File: config.mk
export PLATFORM = sky130hd
export DESIGN_NAME = ascii_number_parser
export DESIGN_NICKNAME = d
export VERILOG_FILES = /design/src/rtl/anp_pkg.sv /design/src/rtl/ascii_number_parser.sv /design/src/rtl/anp_front.sv /design/src/rtl/anp_queue.sv /design/src/rtl/anp_back.sv
export SDC_FILE = /design/constraint.sdc
export NUM_CORES = 1
export LEC_CHECK = 0
export BUFFER_PORTS_ARGS = -buffer_cell sky130_fd_sc_hd__buf_2
export CAP_MARGIN = 20
export CORE_UTILIZATION = 40
export DETAILED_ROUTE_END_ITERATION = 10
export GPL_TIMING_DRIVEN = 0
export HOLD_SLACK_MARGIN = 0.08
export PLACE_DENSITY_LB_ADDON = 0.15
export REMOVE_ABC_BUFFERS = 1
export SETUP_SLACK_MARGIN = 0.4
export SKIP_LAST_GASP = 1
export SYNTH_ARGS = -nofsm -noshare
export SYNTH_HDL_FRONTEND = slang
export SYNTH_SLANG_ARGS = --single-unit
File: constraint.sdc
create_clock -name clk -period 6.6 [get_ports clk]
set_input_delay 0.33 -clock clk [delete_from_list [all_inputs] [get_ports clk]]
set_output_delay 0.33 -clock clk [all_outputs]
set_load 0.1 [all_outputs]
File: src/rtl/anp_pkg.sv
`timescale 1ns / 1ps
// ----------------------------------------------------------------------------
// anp_pkg: shared types and constants of the ASCII number parser
// Character class codes, the classified beat format and default sizes.
// ----------------------------------------------------------------------------
package anp_pkg;

    localparam int CHAR_BITS          = 8;
    localparam int DIGIT_BITS         = 4;
    localparam int VALUE_BITS_DEFAULT = 32;
    localparam int QUEUE_DEPTH_DEFAULT = 2;

    localparam logic [CHAR_BITS-1:0] CHAR_NUL    = 8'h00;
    localparam logic [CHAR_BITS-1:0] CHAR_PLUS   = 8'h2B;
    localparam logic [CHAR_BITS-1:0] CHAR_MINUS  = 8'h2D;
    localparam logic [CHAR_BITS-1:0] CHAR_DOLLAR = 8'h24;
    localparam logic [CHAR_BITS-1:0] CHAR_ZERO   = 8'h30;
    localparam logic [CHAR_BITS-1:0] CHAR_NINE   = 8'h39;
    localparam logic [CHAR_BITS-1:0] CHAR_UP_A   = 8'h41;
    localparam logic [CHAR_BITS-1:0] CHAR_UP_F   = 8'h46;
    localparam logic [CHAR_BITS-1:0] CHAR_UP_X   = 8'h58;
    localparam logic [CHAR_BITS-1:0] CHAR_LO_A   = 8'h61;
    localparam logic [CHAR_BITS-1:0] CHAR_LO_F   = 8'h66;
    localparam logic [CHAR_BITS-1:0] CHAR_LO_X   = 8'h78;

    localparam logic [DIGIT_BITS-1:0] HEX_LETTER_BASE = 4'd10;

    typedef enum logic [3:0] {
        CLS_NUL    = 4'd0,
        CLS_PLUS   = 4'd1,
        CLS_MINUS  = 4'd2,
        CLS_DOLLAR = 4'd3,
        CLS_ZERO   = 4'd4,
        CLS_DEC    = 4'd5,
        CLS_HEXL   = 4'd6,
        CLS_X      = 4'd7,
        CLS_OTHER  = 4'd8
    } anp_class_t;

    typedef struct packed {
        anp_class_t            cls;
        logic [DIGIT_BITS-1:0] dig;
    } anp_item_t;

endpackage

File: src/rtl/ascii_number_parser.sv
`timescale 1ns / 1ps
// ----------------------------------------------------------------------------
// ascii_number_parser: streaming ASCII to integer converter
// Parse signed decimal or hex strings, one character per beat, NUL-ended.
// ----------------------------------------------------------------------------
// Result path: a NUL beat is written into the beat queue, then the back
//   end moves its value into the result register when no beat waits
//   ahead of it and the result slot is free.
// Throughput: one character beat per cycle while full is low, set by the
//   shift-add accumulator step in the back end.
// Reset: rst_n clears the parse state, the beat queue and the result slot;
//   the block is ready to accept in the first cycle after reset.
// ----------------------------------------------------------------------------
module ascii_number_parser import anp_pkg::*;
#(
    parameter int VALUE_BITS  = VALUE_BITS_DEFAULT,
    parameter int QUEUE_DEPTH = QUEUE_DEPTH_DEFAULT
)
(
    input  logic                         clk,
    input  logic                         rst_n,
    // character side
    input  logic                         push,
    output logic                         full,
    input  logic [CHAR_BITS-1:0]         ch,
    // result side
    output logic                         empty,
    input  logic                         pop,
    output logic signed [VALUE_BITS-1:0] value
);

    // Classified beats travel from the front end to the back end through a
    // short queue; a stalled result side backs it up until full is raised.
    logic      queue_wr;
    logic      queue_rd;
    logic      queue_full;
    logic      queue_empty;
    anp_item_t queue_in;
    anp_item_t queue_out;

    // Front end: decode the character into class and digit value.
    anp_front u_front
    (
        .push       (push),
        .ch         (ch),
        .queue_full (queue_full),
        .full       (full),
        .queue_wr   (queue_wr),
        .queue_item (queue_in)
    );

    // Decoupling queue: hold classified beats until the back end takes them.
    anp_queue #(
        .DEPTH (QUEUE_DEPTH)
    ) u_queue
    (
        .clk     (clk),
        .rst_n   (rst_n),
        .wr      (queue_wr),
        .wr_item (queue_in),
        .rd      (queue_rd),
        .rd_item (queue_out),
        .q_full  (queue_full),
        .q_empty (queue_empty)
    );

    // Back end: advance the phase machine and accumulator; a NUL beat
    // waits in the queue until the result slot is free.
    anp_back #(
        .VALUE_BITS (VALUE_BITS)
    ) u_back
    (
        .clk     (clk),
        .rst_n   (rst_n),
        .q_empty (queue_empty),
        .q_item  (queue_out),
        .q_rd    (queue_rd),
        .pop     (pop),
        .empty   (empty),
        .value   (value)
    );

endmodule

File: src/rtl/anp_front.sv
`timescale 1ns / 1ps
// ----------------------------------------------------------------------------
// anp_front: character classifier
// Decode each accepted character into a class and digit value for the queue.
// ----------------------------------------------------------------------------
module anp_front import anp_pkg::*;
(
    input  logic                 push,
    input  logic [CHAR_BITS-1:0] ch,
    input  logic                 queue_full,
    output logic                 full,
    output logic                 queue_wr,
    output anp_item_t            queue_item
);

    logic [CHAR_BITS-1:0] dec_off;
    logic [CHAR_BITS-1:0] up_off;
    logic [CHAR_BITS-1:0] lo_off;

    assign dec_off = ch - CHAR_ZERO;
    assign up_off  = ch - CHAR_UP_A;
    assign lo_off  = ch - CHAR_LO_A;

    always_comb
    begin
        queue_item.cls = CLS_OTHER;
        queue_item.dig = '0;
        if (ch == CHAR_NUL)
        begin
            queue_item.cls = CLS_NUL;
        end
        else if (ch == CHAR_PLUS)
        begin
            queue_item.cls = CLS_PLUS;
        end
        else if (ch == CHAR_MINUS)
        begin
            queue_item.cls = CLS_MINUS;
        end
        else if (ch == CHAR_DOLLAR)
        begin
            queue_item.cls = CLS_DOLLAR;
        end
        else if (ch == CHAR_ZERO)
        begin
            queue_item.cls = CLS_ZERO;
        end
        else if (ch > CHAR_ZERO && ch <= CHAR_NINE)
        begin
            queue_item.cls = CLS_DEC;
            queue_item.dig = dec_off[DIGIT_BITS-1:0];
        end
        else if (ch >= CHAR_UP_A && ch <= CHAR_UP_F)
        begin
            queue_item.cls = CLS_HEXL;
            queue_item.dig = up_off[DIGIT_BITS-1:0] + HEX_LETTER_BASE;
        end
        else if (ch >= CHAR_LO_A && ch <= CHAR_LO_F)
        begin
            queue_item.cls = CLS_HEXL;
            queue_item.dig = lo_off[DIGIT_BITS-1:0] + HEX_LETTER_BASE;
        end
        else if (ch == CHAR_UP_X || ch == CHAR_LO_X)
        begin
            queue_item.cls = CLS_X;
        end
    end

    assign full     = queue_full;
    assign queue_wr = push && !queue_full;

endmodule

File: src/rtl/anp_queue.sv
`timescale 1ns / 1ps
// ----------------------------------------------------------------------------
// anp_queue: short beat queue between front and back
// Register-based FIFO with a fill count; head is visible while not empty.
// ----------------------------------------------------------------------------
module anp_queue import anp_pkg::*;
#(
    parameter int DEPTH = QUEUE_DEPTH_DEFAULT
)
(
    input  logic      clk,
    input  logic      rst_n,
    input  logic      wr,
    input  anp_item_t wr_item,
    input  logic      rd,
    output anp_item_t rd_item,
    output logic      q_full,
    output logic      q_empty
);

    localparam int PW = (DEPTH > 1) ? $clog2(DEPTH) : 1;
    localparam int CW = $clog2(DEPTH + 1);

    anp_item_t         slots_reg [DEPTH];
    logic [PW-1:0]     wr_ptr_reg, wr_ptr_next;
    logic [PW-1:0]     rd_ptr_reg, rd_ptr_next;
    logic [CW-1:0]     count_reg, count_next;

    assign q_full  = (count_reg == CW'(DEPTH));
    assign q_empty = (count_reg == '0);
    assign rd_item = slots_reg[rd_ptr_reg];

    always_comb
    begin
        wr_ptr_next = wr_ptr_reg;
        rd_ptr_next = rd_ptr_reg;
        count_next  = count_reg;
        if (wr)
        begin
            wr_ptr_next = (wr_ptr_reg == PW'(DEPTH - 1)) ? '0 : wr_ptr_reg + 1'b1;
        end
        if (rd)
        begin
            rd_ptr_next = (rd_ptr_reg == PW'(DEPTH - 1)) ? '0 : rd_ptr_reg + 1'b1;
        end
        if (wr && !rd)
        begin
            count_next = count_reg + 1'b1;
        end
        else if (rd && !wr)
        begin
            count_next = count_reg - 1'b1;
        end
    end

    always_ff @(posedge clk or negedge rst_n)
    begin
        if (!rst_n)
        begin
            wr_ptr_reg <= '0;
            rd_ptr_reg <= '0;
            count_reg  <= '0;
        end
        else
        begin
            wr_ptr_reg <= wr_ptr_next;
            rd_ptr_reg <= rd_ptr_next;
            count_reg  <= count_next;
        end
    end

    always_ff @(posedge clk)
    begin
        if (wr)
        begin
            slots_reg[wr_ptr_reg] <= wr_item;
        end
    end

endmodule

File: src/rtl/anp_back.sv
`timescale 1ns / 1ps
// ----------------------------------------------------------------------------
// anp_back: parse sequencer and accumulator
// Step the phase machine per classified beat and emit the value at NUL.
// ----------------------------------------------------------------------------
module anp_back import anp_pkg::*;
#(
    parameter int VALUE_BITS = VALUE_BITS_DEFAULT
)
(
    input  logic                         clk,
    input  logic                         rst_n,
    input  logic                         q_empty,
    input  anp_item_t                    q_item,
    output logic                         q_rd,
    input  logic                         pop,
    output logic                         empty,
    output logic signed [VALUE_BITS-1:0] value
);

    typedef enum logic [4:0] {
        PH_START   = 5'b00001,
        PH_SIGNED  = 5'b00010,
        PH_ZERO    = 5'b00100,
        PH_DIGITS  = 5'b01000,
        PH_STOPPED = 5'b10000
    } anp_phase_t;

    anp_phase_t              phase_reg, phase_next;
    logic                    neg_reg, neg_next;
    logic                    hex_reg, hex_next;
    logic [VALUE_BITS-1:0]   acc_reg, acc_next;
    logic                    out_valid_reg, out_valid_next;
    logic [VALUE_BITS-1:0]   out_value_reg, out_value_next;

    logic                    out_free;
    logic                    is_nul;
    logic                    digit_ok;
    logic [VALUE_BITS-1:0]   dig_ext;
    logic [VALUE_BITS-1:0]   acc_dec;
    logic [VALUE_BITS-1:0]   acc_hex;
    logic                    first_pos;

    // Output slot frees up when empty or being drained this cycle.
    assign out_free = !out_valid_reg || pop;
    assign is_nul   = (q_item.cls == CLS_NUL);
    assign q_rd     = !q_empty && (!is_nul || out_free);

    assign dig_ext  = {{(VALUE_BITS - DIGIT_BITS){1'b0}}, q_item.dig};
    assign acc_dec  = (acc_reg << 3) + (acc_reg << 1) + dig_ext;
    assign acc_hex  = (acc_reg << 4) + dig_ext;
    assign digit_ok = (q_item.cls == CLS_ZERO) || (q_item.cls == CLS_DEC)
                   || (hex_reg && q_item.cls == CLS_HEXL);
    assign first_pos = (phase_reg == PH_SIGNED)
                    || (phase_reg == PH_START && q_item.cls != CLS_PLUS
                        && q_item.cls != CLS_MINUS);

    always_comb
    begin
        phase_next     = phase_reg;
        neg_next       = neg_reg;
        hex_next       = hex_reg;
        acc_next       = acc_reg;
        out_valid_next = out_valid_reg && !pop;
        out_value_next = out_value_reg;

        if (q_rd)
        begin
            if (is_nul)
            begin
                out_valid_next = 1'b1;
                out_value_next = neg_reg ? ('0 - acc_reg) : acc_reg;
                phase_next     = PH_START;
                neg_next       = 1'b0;
                hex_next       = 1'b0;
                acc_next       = '0;
            end
            else if (phase_reg == PH_START
                     && (q_item.cls == CLS_PLUS || q_item.cls == CLS_MINUS))
            begin
                neg_next   = (q_item.cls == CLS_MINUS);
                phase_next = PH_SIGNED;
            end
            else if (first_pos && q_item.cls == CLS_DOLLAR)
            begin
                hex_next   = 1'b1;
                phase_next = PH_DIGITS;
            end
            else if (first_pos && q_item.cls == CLS_ZERO)
            begin
                acc_next   = '0;
                phase_next = PH_ZERO;
            end
            else if (phase_reg == PH_ZERO && q_item.cls == CLS_X)
            begin
                hex_next   = 1'b1;
                phase_next = PH_DIGITS;
            end
            else
            begin
                unique case (phase_reg)
                    PH_START, PH_SIGNED, PH_ZERO, PH_DIGITS:
                    begin
                        if (digit_ok)
                        begin
                            acc_next   = hex_reg ? acc_hex : acc_dec;
                            phase_next = PH_DIGITS;
                        end
                        else
                        begin
                            phase_next = PH_STOPPED;
                        end
                    end
                    default:
                    begin
                        phase_next = PH_STOPPED;
                    end
                endcase
            end
        end
    end

    always_ff @(posedge clk or negedge rst_n)
    begin
        if (!rst_n)
        begin
            phase_reg     <= PH_START;
            neg_reg       <= 1'b0;
            hex_reg       <= 1'b0;
            acc_reg       <= '0;
            out_valid_reg <= 1'b0;
        end
        else
        begin
            phase_reg     <= phase_next;
            neg_reg       <= neg_next;
            hex_reg       <= hex_next;
            acc_reg       <= acc_next;
            out_valid_reg <= out_valid_next;
        end
    end

    always_ff @(posedge clk)
    begin
        out_value_reg <= out_value_next;
    end

    assign empty = !out_valid_reg;
    assign value = out_value_reg;

endmodule

# Word-level counts from Yosys, hierarchy flattened
# Memory sizes are Yosys's and may differ from the RTL's.
# Cells that the tools add are included.
# op_classes
add_sub_neg	13
n_lt_le_gt_ge	6
eq_ne	24
mux	46
reduce_logical	42
# ops
operator	n
$mux 32	9
$add 32x4->32	2
$mux 4	13
$mux 5	7
$add 32x32->32	1
$eq 8x6->1 const B	4
$sub 1x32->32 const A	1
$eq 4x3->1 const B	4
$eq 8x7->1 const B	2
$ge 8x7->1 const B	2
$le 8x7->1 const B	2
$mux 8	2
$logic_and 1x1->1	15
$mux 1	13
$sub 4x1->4 const B	3
$reduce_bool 3->1	3
$add 4x4->4 const B	2
$eq 4x2->1 const B	2
$gt 8x6->1 const B	1
$le 8x6->1 const B	1
$logic_not 8->1	1
$logic_not 1->1	7
$logic_or 1x1->1	7
$ne 3x1->1 const B	2
20 further kinds	25
# totals
regBits	76
ramBits	16
inputBits	12
out_inout_bits	34
memories	1
# mem_list
name	words	word_bits	rd	rd_clocked_by_memory_dff	write_ports	line_no	text
u_queue.slots_reg	2	8	1	0	1	anp_queue.sv:24	anp_item_t slots_reg [DEPTH];

# Longest topological paths before layout
# Gate-level depths: netlist of run 1.
# depth
depth_word	11
depth_mapped	16

# Cells and area by module
# Synthesis of run 1 repeated with hierarchy kept, for this count alone.
# hier_totals
cells_unflattened	645
area_unflattened_um2	6510.0
# modules_own_cells
mod	instances	cells_per_inst	area_each_um2	seq_area_each_um2
anp_back	1	561	5418.9	1963.1
anp_queue	1	41	770.7	580.6
anp_front	1	43	320.3	0.0

# Worst setup path after synthesis of run 1
# Ideal clock, no wire load.
# synth_timing
kind	register -> register
startpoint	register u_queue.rd_ptr_reg
endpoint	register u_back.out_value_reg[0] (netlist: u_back.value[0]) (enable)
setup_ps	466
arrival_time_ps	3581
slack_ps	2553
stages_incl_launch_ff	6
n_path_buf	2
path_cell_list	dfrtp_1 > clkbuf_1 > buf_1 > a21oi_1 > o32ai_1 > nor3_1
# synth_via
elab_chain_len	6
# synth_rtl
item	line_no	text
start, declared	anp_queue.sv:26	logic [PW-1:0] rd_ptr_reg, rd_ptr_next;
start signal, assigned	anp_queue.sv:67	rd_ptr_reg <= rd_ptr_next;
$mem_v2 2x8 (*)	-	
$logic_not 4->1 (*)	anp_back.sv:46	assign is_nul = (q_item.cls == CLS_NUL);
$logic_not 1->1	anp_back.sv:47	assign q_rd = !q_empty && (!is_nul || out_free);
$logic_or 1x1->1	anp_back.sv:47	
$logic_and 1x1->1	anp_back.sv:47	
$reduce_and 2->1 (no source line) (*)	-	
end signal, assigned	anp_back.sv:145	out_value_reg <= out_value_next;
end, declared	anp_back.sv:34	logic [VALUE_BITS-1:0] out_value_reg, out_value_next;
# Every way passes the cells marked *; elsewhere a longest branch is shown, timed or not.
# A chain may end at the register's enable or synchronous reset.

# Final worst setup path of run 1
# layout_timing
startpoint	register u_queue.rd_ptr_reg
endpoint	register u_back.acc_reg[24]
# layout_via
elab_chain_len	10
# layout_rtl
item	line_no	text
$mem_v2 2x8 (*)	-	
$add 32x4->32, or another cell as far along	anp_back.sv:50	assign acc_dec = (acc_reg << 3) + (acc_reg << 1) + dig_ext;
$mux 32 / $logic_and 1x1->1 (equally long branches)	anp_back.sv:106, anp_back.sv:55	
$mux 32 / $logic_and 1x1->1 (equally long branches)	anp_back.sv:104, anp_back.sv:56	
$mux 32 / $logic_or 1x1->1 (equally long branches)	anp_back.sv:101, anp_back.sv:55	
$mux 32 / $logic_and 1x1->1 (equally long branches)	anp_back.sv:94, anp_back.sv:89	
$mux 32	anp_back.sv:89	else if (first_pos && q_item.cls == CLS_ZERO)
$mux 32	anp_back.sv:84	else if (first_pos && q_item.cls == CLS_DOLLAR)
$mux 32	anp_back.sv:78	else if (phase_reg == PH_START
$mux 32	anp_back.sv:69	if (is_nul)
end signal, assigned	anp_back.sv:138	acc_reg <= acc_next;
end, declared	anp_back.sv:32	logic [VALUE_BITS-1:0] acc_reg, acc_next;
# Every way passes the cells marked *; elsewhere a longest branch is shown, timed or not. The select of a mux whose other input is x is not followed.

==> results of run 1 <==
[worst paths after layout]
check	from	endpoint	slack (ns)	depth (start not counted)
hold / removal	push	u_queue.wr_ptr_reg$_DFFE_PN0P_	0.30	3
setup reg to reg	u_queue.rd_ptr_reg$_DFFE_PN0P_	u_back.acc_reg[24]$_DFFE_PN0P_	2.22	14
max in group asynchronous	rst_n	u_back.phase_reg[0]$_DFFE_PN1P_	5.56	3
min in group asynchronous	rst_n	u_back.acc_reg[29]$_DFFE_PN0P_	0.47	2
setup / recovery	u_queue.rd_ptr_reg$_DFFE_PN0P_	u_back.acc_reg[24]$_DFFE_PN0P_	2.22	14
hold reg to reg	u_queue.wr_ptr_reg$_DFFE_PN0P_	u_queue.wr_ptr_reg$_DFFE_PN0P_	0.49	1
[power breakdown]
group | leakage [uW] | internal (uW) | switching, uW
logic | 0.00200 | 630 | 909
registers | 0.00101 | 792 | 188
clock network | 0.000131 | 257 | 233
[kinds of logic (layout without fill, tap and decap cells)]
logic type                 after synthesis  count (layout)  synth area share, %
AOI/OAI and AO/OA                      199             199                 20.7
xor gates and xnor gates                63              63                 8.48
adders and majority gates               66              66                 12.9
buffers and inverters                   46              95                 2.79
DFF                                     92              92                 39.1
muxes                                   10              10                 1.60
and+or+nand+nor                        188             188                 14.4
[metrics by stage]
stage                     hold WS [ns]  setup slack, ns  power (uW)  utilization (%)
after floorplan                 0.0344             2.42        2170                -
after global placement           0.480            0.516        2460             43.4
after detailed placement         0.485             2.19        2530             44.3
after CTS                        0.208             2.17        3030             46.0
after global routing             0.298             1.81        3250             46.2
final                            0.296             2.22        3010             46.2
[critical path, stage by stage (launching register included)]
cell	delay [ns]
dfrtp_1	0.75
mux2_2	0.43
ha_1	0.28
ha_1	0.19
inv_1	0.06
fa_1	0.38
nor2b_1	0.15
o21ai_0	0.11
a21boi_0	0.36
nor3_1	0.18
o211ai_1	0.44
a211oi_1	0.19
o311ai_0	0.42
xnor2_1	0.18
o21ai_0	0.10
[final cells by class]
class / instances / area (um2) / area share, %
clock inverter: 7 / 50.0 / 0.682
multi-input combinational: 526 / 3790 / 51.7
tap: 216 / 270 / 3.68
clock buffer: 9 / 225 / 3.07
inverter: 22 / 82.6 / 1.13
sequential: 92 / 2540 / 34.7
timing repair buffer: 57 / 374 / 5.10
[metal layers]
layer / up-vias / routed length, um
met5: - / 0
li1: 2577 / -
met4: 0 / 278
met1: 2450 / 7040
met3: 16 / 426
met2: 106 / 6840
[cells in the final DEF (no fill, tap or decap), drive strengths merged, types with 8 or more instances in the layout]
cell type,synthesis,final
nand2,69,69
or4,8,8
nor2b,8,8
o41ai,9,9
xnor2,46,46
edfxtp,48,48
nor2,38,38
o21ai,62,62
a21o,10,10
a21oi,35,35
xor2,17,17
clkbuf,21,9
a22o,9,9
nand2b,9,9
buf,3,56
nor3,12,12
nand3,11,11
inv,22,24
o31ai,18,18
dfrtp,43,43
a22oi,9,9
ha,64,64
[timing repair]
item / CTS / global route
hold buffers: 0 / 1
buffers inserted: 0 / 0
endpoints found under the hold margin: 0 / 18
resized for setup: 0 / 0
==> run_results.csv, run 1 <==
group,metric,value,unit
synth,yosys.area.top_type,"edfxtp_1",
run_status,status,"finished, final reports clean",
cells_and_area,final_cells,929,
synth,synthTopCellsByCount,"nand2_1 (69), ha_1 (64), o21ai_0 (62)",
clocking,cts-htree-levels,3,
run,drv_cap,0,
synth,synth.avg_cell_area,9.79,um2
placed_design,dp_hpwl,11.0,mm
global_route,grt-ovfl-total,0,
sta,max_slew_margin,28.2,%
clocking,tritoncts.num_buffers,9,
global_route,busiest_layer,"met2",
sta,hold_violations,0,
floorplan,ios,46,
worst_setup_path,startpoint_type,"flip-flop",
global_route,use_met3,2.02,%
cells_and_area,n_antenna_cell,0,
placed_design,io_buffers,45,
synth,synth_edf_count,48,
synth,ys_async_sr_fraction,47.8,%
sta,maxSlewViolCount,0,
global_route,met1_usage,24.9,%
placed_design,gp_congestion,0.824,
synth,ys_ff_latch,92,
drt,drt-total-wl,14.6,mm
synth,synth_warnings,0,
clocking,cts-root-buf,"clkbuf_16",
floorplan,core,15900,um2
floorplan,initial_core_util,40.9,%
global_route,grt_pass1_wl,24.8,mm
cells_and_area,postLayoutCellArea,7340,um2
synth,synthDistinctLibCells,66,
worst_setup_path,critical_path.max_fanout,17,
clocking,tritoncts,"done",
drt,vias,5149,
drt,routedWlPerCell,15.7,um
floorplan,die_area,16800,um2
global_route,grt_max_degree,45,
synth,synth_top_area_share,22.2,%
drt,ant_nets,0,
placed_design,placed_cell_area,7030,um2
floorplan,row_count,46,
sta,fmax,0.228,GHz
worst_setup_path,required,6.80,ns
placed_design,dpl.cell_count,911,
synth,synthTopCellsByArea,"edfxtp_1 (22%), dfrtp_1 (17%), ha_1 (12%)",
floorplan,fp.dieH,130,um
sta,min_period,4.38,ns
sta,finalCritPeriodShare,66.4,%
synth,synthCells,664,
cells_and_area,syn_to_final_growth,12.8,%
power,ir_worst_vdd,0.151,mV
global_route,grt_pass1_vias,4974,
sta,worst_pin_slew,1.07,ns
sta,setup_viol,0,
cells_and_area,nFillCells,1510,
worst_setup_path,worstPathArrival,4.58,ns
sta,skew,0.0108,ns
synth,yosysSeqAreaShare,39.1,%
hold_path,hold_class,"in2reg",
clocking,clk_pin_slew,0.07,ns
drt,firstDrtPassIters,5,
global_route,gr-usage-all-layers,18.7,%
cells_and_area,nets,786,
floorplan,fp.dieW,130,um
worst_setup_path,critical_path_class,"reg2reg",
sta,fin_setup_tns,0,ns
clocking,clk_latency,0.35,ns
synth,syn-cell-area,6500,um2
power,p_leak,0.00314,uW
drt,avgViaCountPerCell,5.54,
clocking,clk_path_buf_depth,2,
cells_and_area,drive_gt1_share,12.9,%
synth,ys.flop_type,"edfxtp_1",
synth,synth.most_common_cell,"nand2_1",
worst_setup_path,cp-end-kind,"flip-flop",
global_route,antenna_found_initial,0,
sta,rsz0062_at_grt,"no",
clocking,clkSinkCount,92,
drt,drc,0,
global_route,grt_util_met2,31.5,%
power,powerDensity,410,nW/um2
drt,initialDrtViolationCount,301,
No activity file was read; power rests on OpenSTA's default activity.
==> inputs of run 2 (changes only) <==
clock period = 4.28 ns   (was 6.6 ns; I/O delays follow)
==> run_results.csv, run 2 (synthesis results as in run 1) <==
group,metric,value,unit
power,swShare,44.0,%
worst_setup_path,cp-end-kind,"flip-flop",
cells_and_area,drive_gt1_share,15.2,%
drt,routedWlPerCell,15.7,um
global_route,grt_max_degree,45,
sta,setup_viol,0,
cells_and_area,syn_to_final_growth,14.3,%
run_status,status,"finished, final reports clean",
clocking,tritoncts.num_buffers,9,
power,p_int,2650,uW
worst_setup_path,startpoint_type,"flip-flop",
clocking,tritoncts,"done",
drt,firstDrtPassIters,5,
placed_design,gp_congestion,0.824,
worst_setup_path,worstPathArrival,3.87,ns
cells_and_area,fin_util,46.8,%
floorplan,fp.dieH,130,um
sta,rsz0062_at_grt,"no",
drt,vias,5143,
drt,drt-total-wl,14.7,mm
clocking,cts-root-buf,"clkbuf_16",
sta,finalCritPeriodShare,85.6,%
power,ir_worst_vdd,0.250,mV
worst_setup_path,required,4.49,ns
sta,hold_violations,0,
power,p_leak,0.00317,uW
power,powerDensity,635,nW/um2
sta,skew,0.0110,ns
clocking,clk_latency,0.35,ns
global_route,antenna_found_initial,0,
power,p_total,4720,uW
cells_and_area,mostFrequentLayoutCells,"nand2_1 (69), ha_1 (64), o21ai_0 (62)",
sta,maxSlewViolCount,0,
sta,hold_ws,0.180,ns
placed_design,dp_slack,-0.126,ns
drt,initialDrtViolationCount,330,
cells_and_area,nets,791,
power,power_frac_comb,52.5,%
worst_setup_path,critical_path.max_fanout,3,
floorplan,fp.dieW,130,um
power,power.switching,2080,uW
global_route,grt_pass1_wl,25.0,mm
drt,ant_nets,0,
drt,drc,0,
sta,fmax,0.273,GHz
power,seq_power_share,31.5,%
global_route,grt-ovfl-total,0,
worst_setup_path,critical_path_class,"reg2reg",
placed_design,io_buffers,45,
run,drv_cap,0,
placed_design,dp_hpwl,11.0,mm
clocking,clk_path_buf_depth,2,
floorplan,ios,46,
global_route,gr-usage-all-layers,18.8,%
sta,max_slew_margin,39.3,%
global_route,grt_pass1_vias,5027,
power,clock_power_share,16.0,%
floorplan,row_count,46,
floorplan,initial_core_util,40.9,%
sta,min_period,3.66,ns
drt,avgViaCountPerCell,5.51,
hold_path,hold_class,"in2reg",
sta,worst_slack,0.618,ns
cells_and_area,n_antenna_cell,0,
floorplan,die_area,16800,um2
cells_and_area,layout_commonest_cell,"nand2_1",
clocking,clkSinkCount,92,
clocking,cts-htree-levels,3,
clocking,clk_pin_slew,0.07,ns
sta,worst_pin_slew,0.911,ns
floorplan,core,15900,um2
[run 2: cell types whose count changed in the layout (fill, tap and decap cells not counted), moves of 2 or more]
cell,change
a211oi_2,+3
a211oi_1,-3
dfrtp_2,+2
buf_4,+4
dfrtp_1,-2
[run 2: metal layers]
metal  track usage, %  part of all wire (%)  vias up
met3             2.06                   2.1       19
met1             24.9                    48     2454
met4             7.11                   2.1        0
met5                0                     0        -
li1                 -                     -     2590
met2             31.8                    47       80
[run 2: stage by stage]
stage          setup TNS [ns]  area, um2  cells
3_5_place_dp           -0.314       7030    911
6_report                    0       7440    934
3_3_place_gp           -96.46       6900    901
2_1_floorplan               0       6400    640
4_1_cts                     0       7360    931
5_1_grt                     0       7440    934
[run 2: repair_timing]
item / in CTS / in global routing
buffers inserted: 4 / 1
setup endpoints to repair: 23 / 12
pin swaps: 1 / 2
hold buffers: 0 / 1
endpoints found under the hold margin: 0 / 18
resized for setup: 4 / 10
[run 2: final cells by class]
cell class	instances	area [um2]
well taps	216	270
multi-input cells	526	3840
clock inverters	7	50.0
repair buffers	62	424
fillers	1507	8450
inverters	22	82.6
clock buffers	9	225
flip-flops and latches	92	2550
[run 2: power groups by stage]
stage	sequential, uW	combinational (uW)	clock [uW]
floorplan	1690	1650	0
global placement	1550	2240	0
detailed placement	1530	2380	0
CTS	1490	2440	778
global route	1520	2760	809
finish	1490	2480	757
[run 2: final timing paths]
path | startpoint | to | slack (ns) | cells after the start
worst max-delay path | u_queue.rd_ptr_reg$_DFFE_PN0P_ | u_back.acc_reg[27]$_DFFE_PN0P_ | 0.62 | 13
worst min-delay path | push | u_queue.wr_ptr_reg$_DFFE_PN0P_ | 0.18 | 3
worst max register to register | u_queue.rd_ptr_reg$_DFFE_PN0P_ | u_back.acc_reg[27]$_DFFE_PN0P_ | 0.62 | 13
worst min register to register | u_queue.wr_ptr_reg$_DFFE_PN0P_ | u_queue.wr_ptr_reg$_DFFE_PN0P_ | 0.49 | 1
max in group asynchronous | rst_n | u_back.phase_reg[0]$_DFFE_PN1P_ | 3.36 | 3
min in group asynchronous | rst_n | u_back.acc_reg[29]$_DFFE_PN0P_ | 0.35 | 2
[run 2: critical path, stage by stage, from the launching register on]
cell and delay, ns:
dfrtp_2 0.42, mux2i_2 0.17, fa_1 0.54, inv_1 0.06
ha_1 0.32, a211oi_2 0.25, o21ai_0 0.15, a211o_1 0.35
and3_1 0.24, a311oi_2 0.35, nand2b_1 0.14, a211oi_2 0.25
xor2_1 0.20, o21ai_0 0.09
==> inputs of run 3 (changes only) <==
CAP_MARGIN = unset   (was 20)
CORE_ASPECT_RATIO = 1.2   (was unset)
==> run_results.csv, run 3 (synthesis results as in run 1) <==
group,metric,value,unit
sta,worst_slack,0.516,ns
placed_design,dp_slack,-0.241,ns
placed_design,gp_congestion,0.846,
sta,min_period,3.76,ns
cells_and_area,drive_gt1_share,14.8,%
global_route,grt_pass1_vias,5172,
worst_setup_path,worstPathArrival,3.97,ns
clocking,clk_path_buf_depth,2,
clocking,clk_pin_slew,0.07,ns
global_route,antenna_found_initial,0,
sta,maxSlewViolCount,0,
floorplan,core,15800,um2
global_route,grt_pass1_wl,25.5,mm
global_route,grt-ovfl-total,0,
drt,drc,0,
floorplan,die_area,16800,um2
sta,max_slew_margin,11.0,%
clocking,tritoncts.num_buffers,9,
cells_and_area,mostFrequentLayoutCells,"nand2_1 (69), ha_1 (64), o21ai_0 (61)",
drt,initialDrtViolationCount,283,
cells_and_area,syn_to_final_growth,12.8,%
drt,routedWlPerCell,16.7,um
drt,ant_nets,0,
placed_design,placed_cell_area,6970,um2
floorplan,row_count,50,
drt,drt-total-wl,15.4,mm
placed_design,io_buffers,45,
power,p_leak,0.00311,uW
sta,worst_pin_slew,1.32,ns
clocking,tritoncts,"done",
worst_setup_path,cp-end-kind,"flip-flop",
drt,vias,5214,
worst_setup_path,required,4.48,ns
sta,hold_violations,0,
sta,rsz0062_at_grt,"yes",
floorplan,fp.dieW,118,um
cells_and_area,nFillCells,1525,
worst_setup_path,critical_path.max_fanout,4,
global_route,gr-usage-all-layers,19.0,%
clocking,cts-root-buf,"clkbuf_16",
cells_and_area,multiInputGateArea,3860,um2
floorplan,ios,46,
sta,fmax,0.266,GHz
placed_design,dp_hpwl,11.4,mm
cells_and_area,layout_commonest_cell,"nand2_1",
power,powerDensity,636,nW/um2
drt,firstDrtPassIters,4,
worst_setup_path,worstRegToRegCells,13,
worst_setup_path,startpoint_type,"flip-flop",
drt,avgViaCountPerCell,5.67,
sta,hold_ws,0.0447,ns
sta,finalCritPeriodShare,87.9,%
clocking,clk_latency,0.34,ns
clocking,clkSinkCount,92,
sta,setup_viol,0,
cells_and_area,regArea,2550,um2
worst_setup_path,reg2reg_setup_slack,0.52,ns
floorplan,initial_core_util,41.3,%
run_status,status,"finished, final reports clean",
cells_and_area,n_antenna_cell,0,
clocking,cts-htree-levels,3,
worst_setup_path,critical_path_class,"reg2reg",
power,ir_worst_vdd,0.423,mV
run,drv_cap,0,
hold_path,hold_class,"in2async",
worst_setup_path,r2r_start,"u_queue.rd_ptr_reg$_DFFE_PN0P_",
cells_and_area,nets,784,
floorplan,fp.dieH,142,um
cells_and_area,postLayoutCellArea,7330,um2
worst_setup_path,r2r-end,"u_back.acc_reg[27]$_DFFE_PN0P_",
sta,skew,0.00769,ns
global_route,grt_max_degree,45,
run 3: changes by cell type in the layout (fill, tap and decap cells not counted), sizes merged:
cell / before / now
buf: 61 / 55
inv: 24 / 23
clkinv: 4 / 1
clkinvlp: 1 / 2
clkbuf: 9 / 12
dlygate4sd3: 1 / 0
run 3: layout make-up:
type | count | share of cell area, %
Clock buffer | 12 | 3.22
Clock inverter | 4 | 0.358
Timing Repair Buffer | 55 | 4.30
Tap cell | 208 | 3.55
Inverter | 22 | 1.13
Multi-Input combinational cell | 526 | 52.7
Sequential cell | 92 | 34.8
run 3: worst max-delay path by stage:
stage,startpoint,end,slack [ns],cells after the start
after floorplan,u_queue.rd_ptr_reg$_DFFE_PN0P_,u_back.value[0]$_DFFE_PP_,0.1,4
after global placement,u_queue.rd_ptr_reg$_DFFE_PN0P_,u_back.acc_reg[18]$_DFFE_PN0P_,-1.77,8
after detailed placement,u_queue.rd_ptr_reg$_DFFE_PN0P_,u_back.acc_reg[27]$_DFFE_PN0P_,-0.24,13
after CTS,u_queue.rd_ptr_reg$_DFFE_PN0P_,u_back.acc_reg[27]$_DFFE_PN0P_,0.40,13
after global routing,u_queue.rd_ptr_reg$_DFFE_PN0P_,u_back.acc_reg[27]$_DFFE_PN0P_,0.31,13
final,u_queue.rd_ptr_reg$_DFFE_PN0P_,u_back.acc_reg[27]$_DFFE_PN0P_,0.52,13
run 3: timing repair:
| item | 4_1_cts | 5_1_grt |
|---|---|---|
| hold endpoints to repair | 0 | 0 |
| pin swaps | 2 | 2 |
| setup endpoints to repair | 23 | 15 |
| resized for setup | 7 | 13 |
| cloned | 0 | 0 |
| hold buffers | 0 | 0 |
| setup buffers | 2 | 1 |
run 3: report_power, final:
group / switching (uW) / total, uW / internal [uW] / leakage, uW
Sequential: 307 / 1530 / 1230 / 0.00101
Combinational: 1430 / 2410 / 979 / 0.00198
Clock: 325 / 718 / 393 / 0.000123
run 3: stage by stage:
step                      utilization (%)  power (uW)  setup TNS, ns  cells
after floorplan                         -        3340              0    640
after global placement               43.7        3840         -99.15    893
after detailed placement             44.2        3900         -0.938    900
after CTS                            46.1        4660              0    918
after global routing                 46.5        5030              0    919
final                                46.5        4670              0    919
run 3: per-layer routing:
layer / wire (um) / track usage [%] / up-vias
met5: 0 / 0 / -
met2: 7740 / 33.4 / 107
met4: 184 / 5.93 / 0
li1: - / - / 2569
met3: 521 / 3.26 / 14
met1: 6930 / 23.7 / 2524
run 3: worst max-delay path, stage by stage, from the launching register on:
cell and delay (ns):
dfrtp_4 0.52, mux2i_4 0.21, fa_2 0.56, inv_1 0.05
ha_1 0.31, a211oi_2 0.28, o21ai_2 0.13, a211o_1 0.32
and3_1 0.23, a311oi_2 0.32, nand2b_1 0.14, a211oi_2 0.26
xor2_1 0.19, o21ai_0 0.10
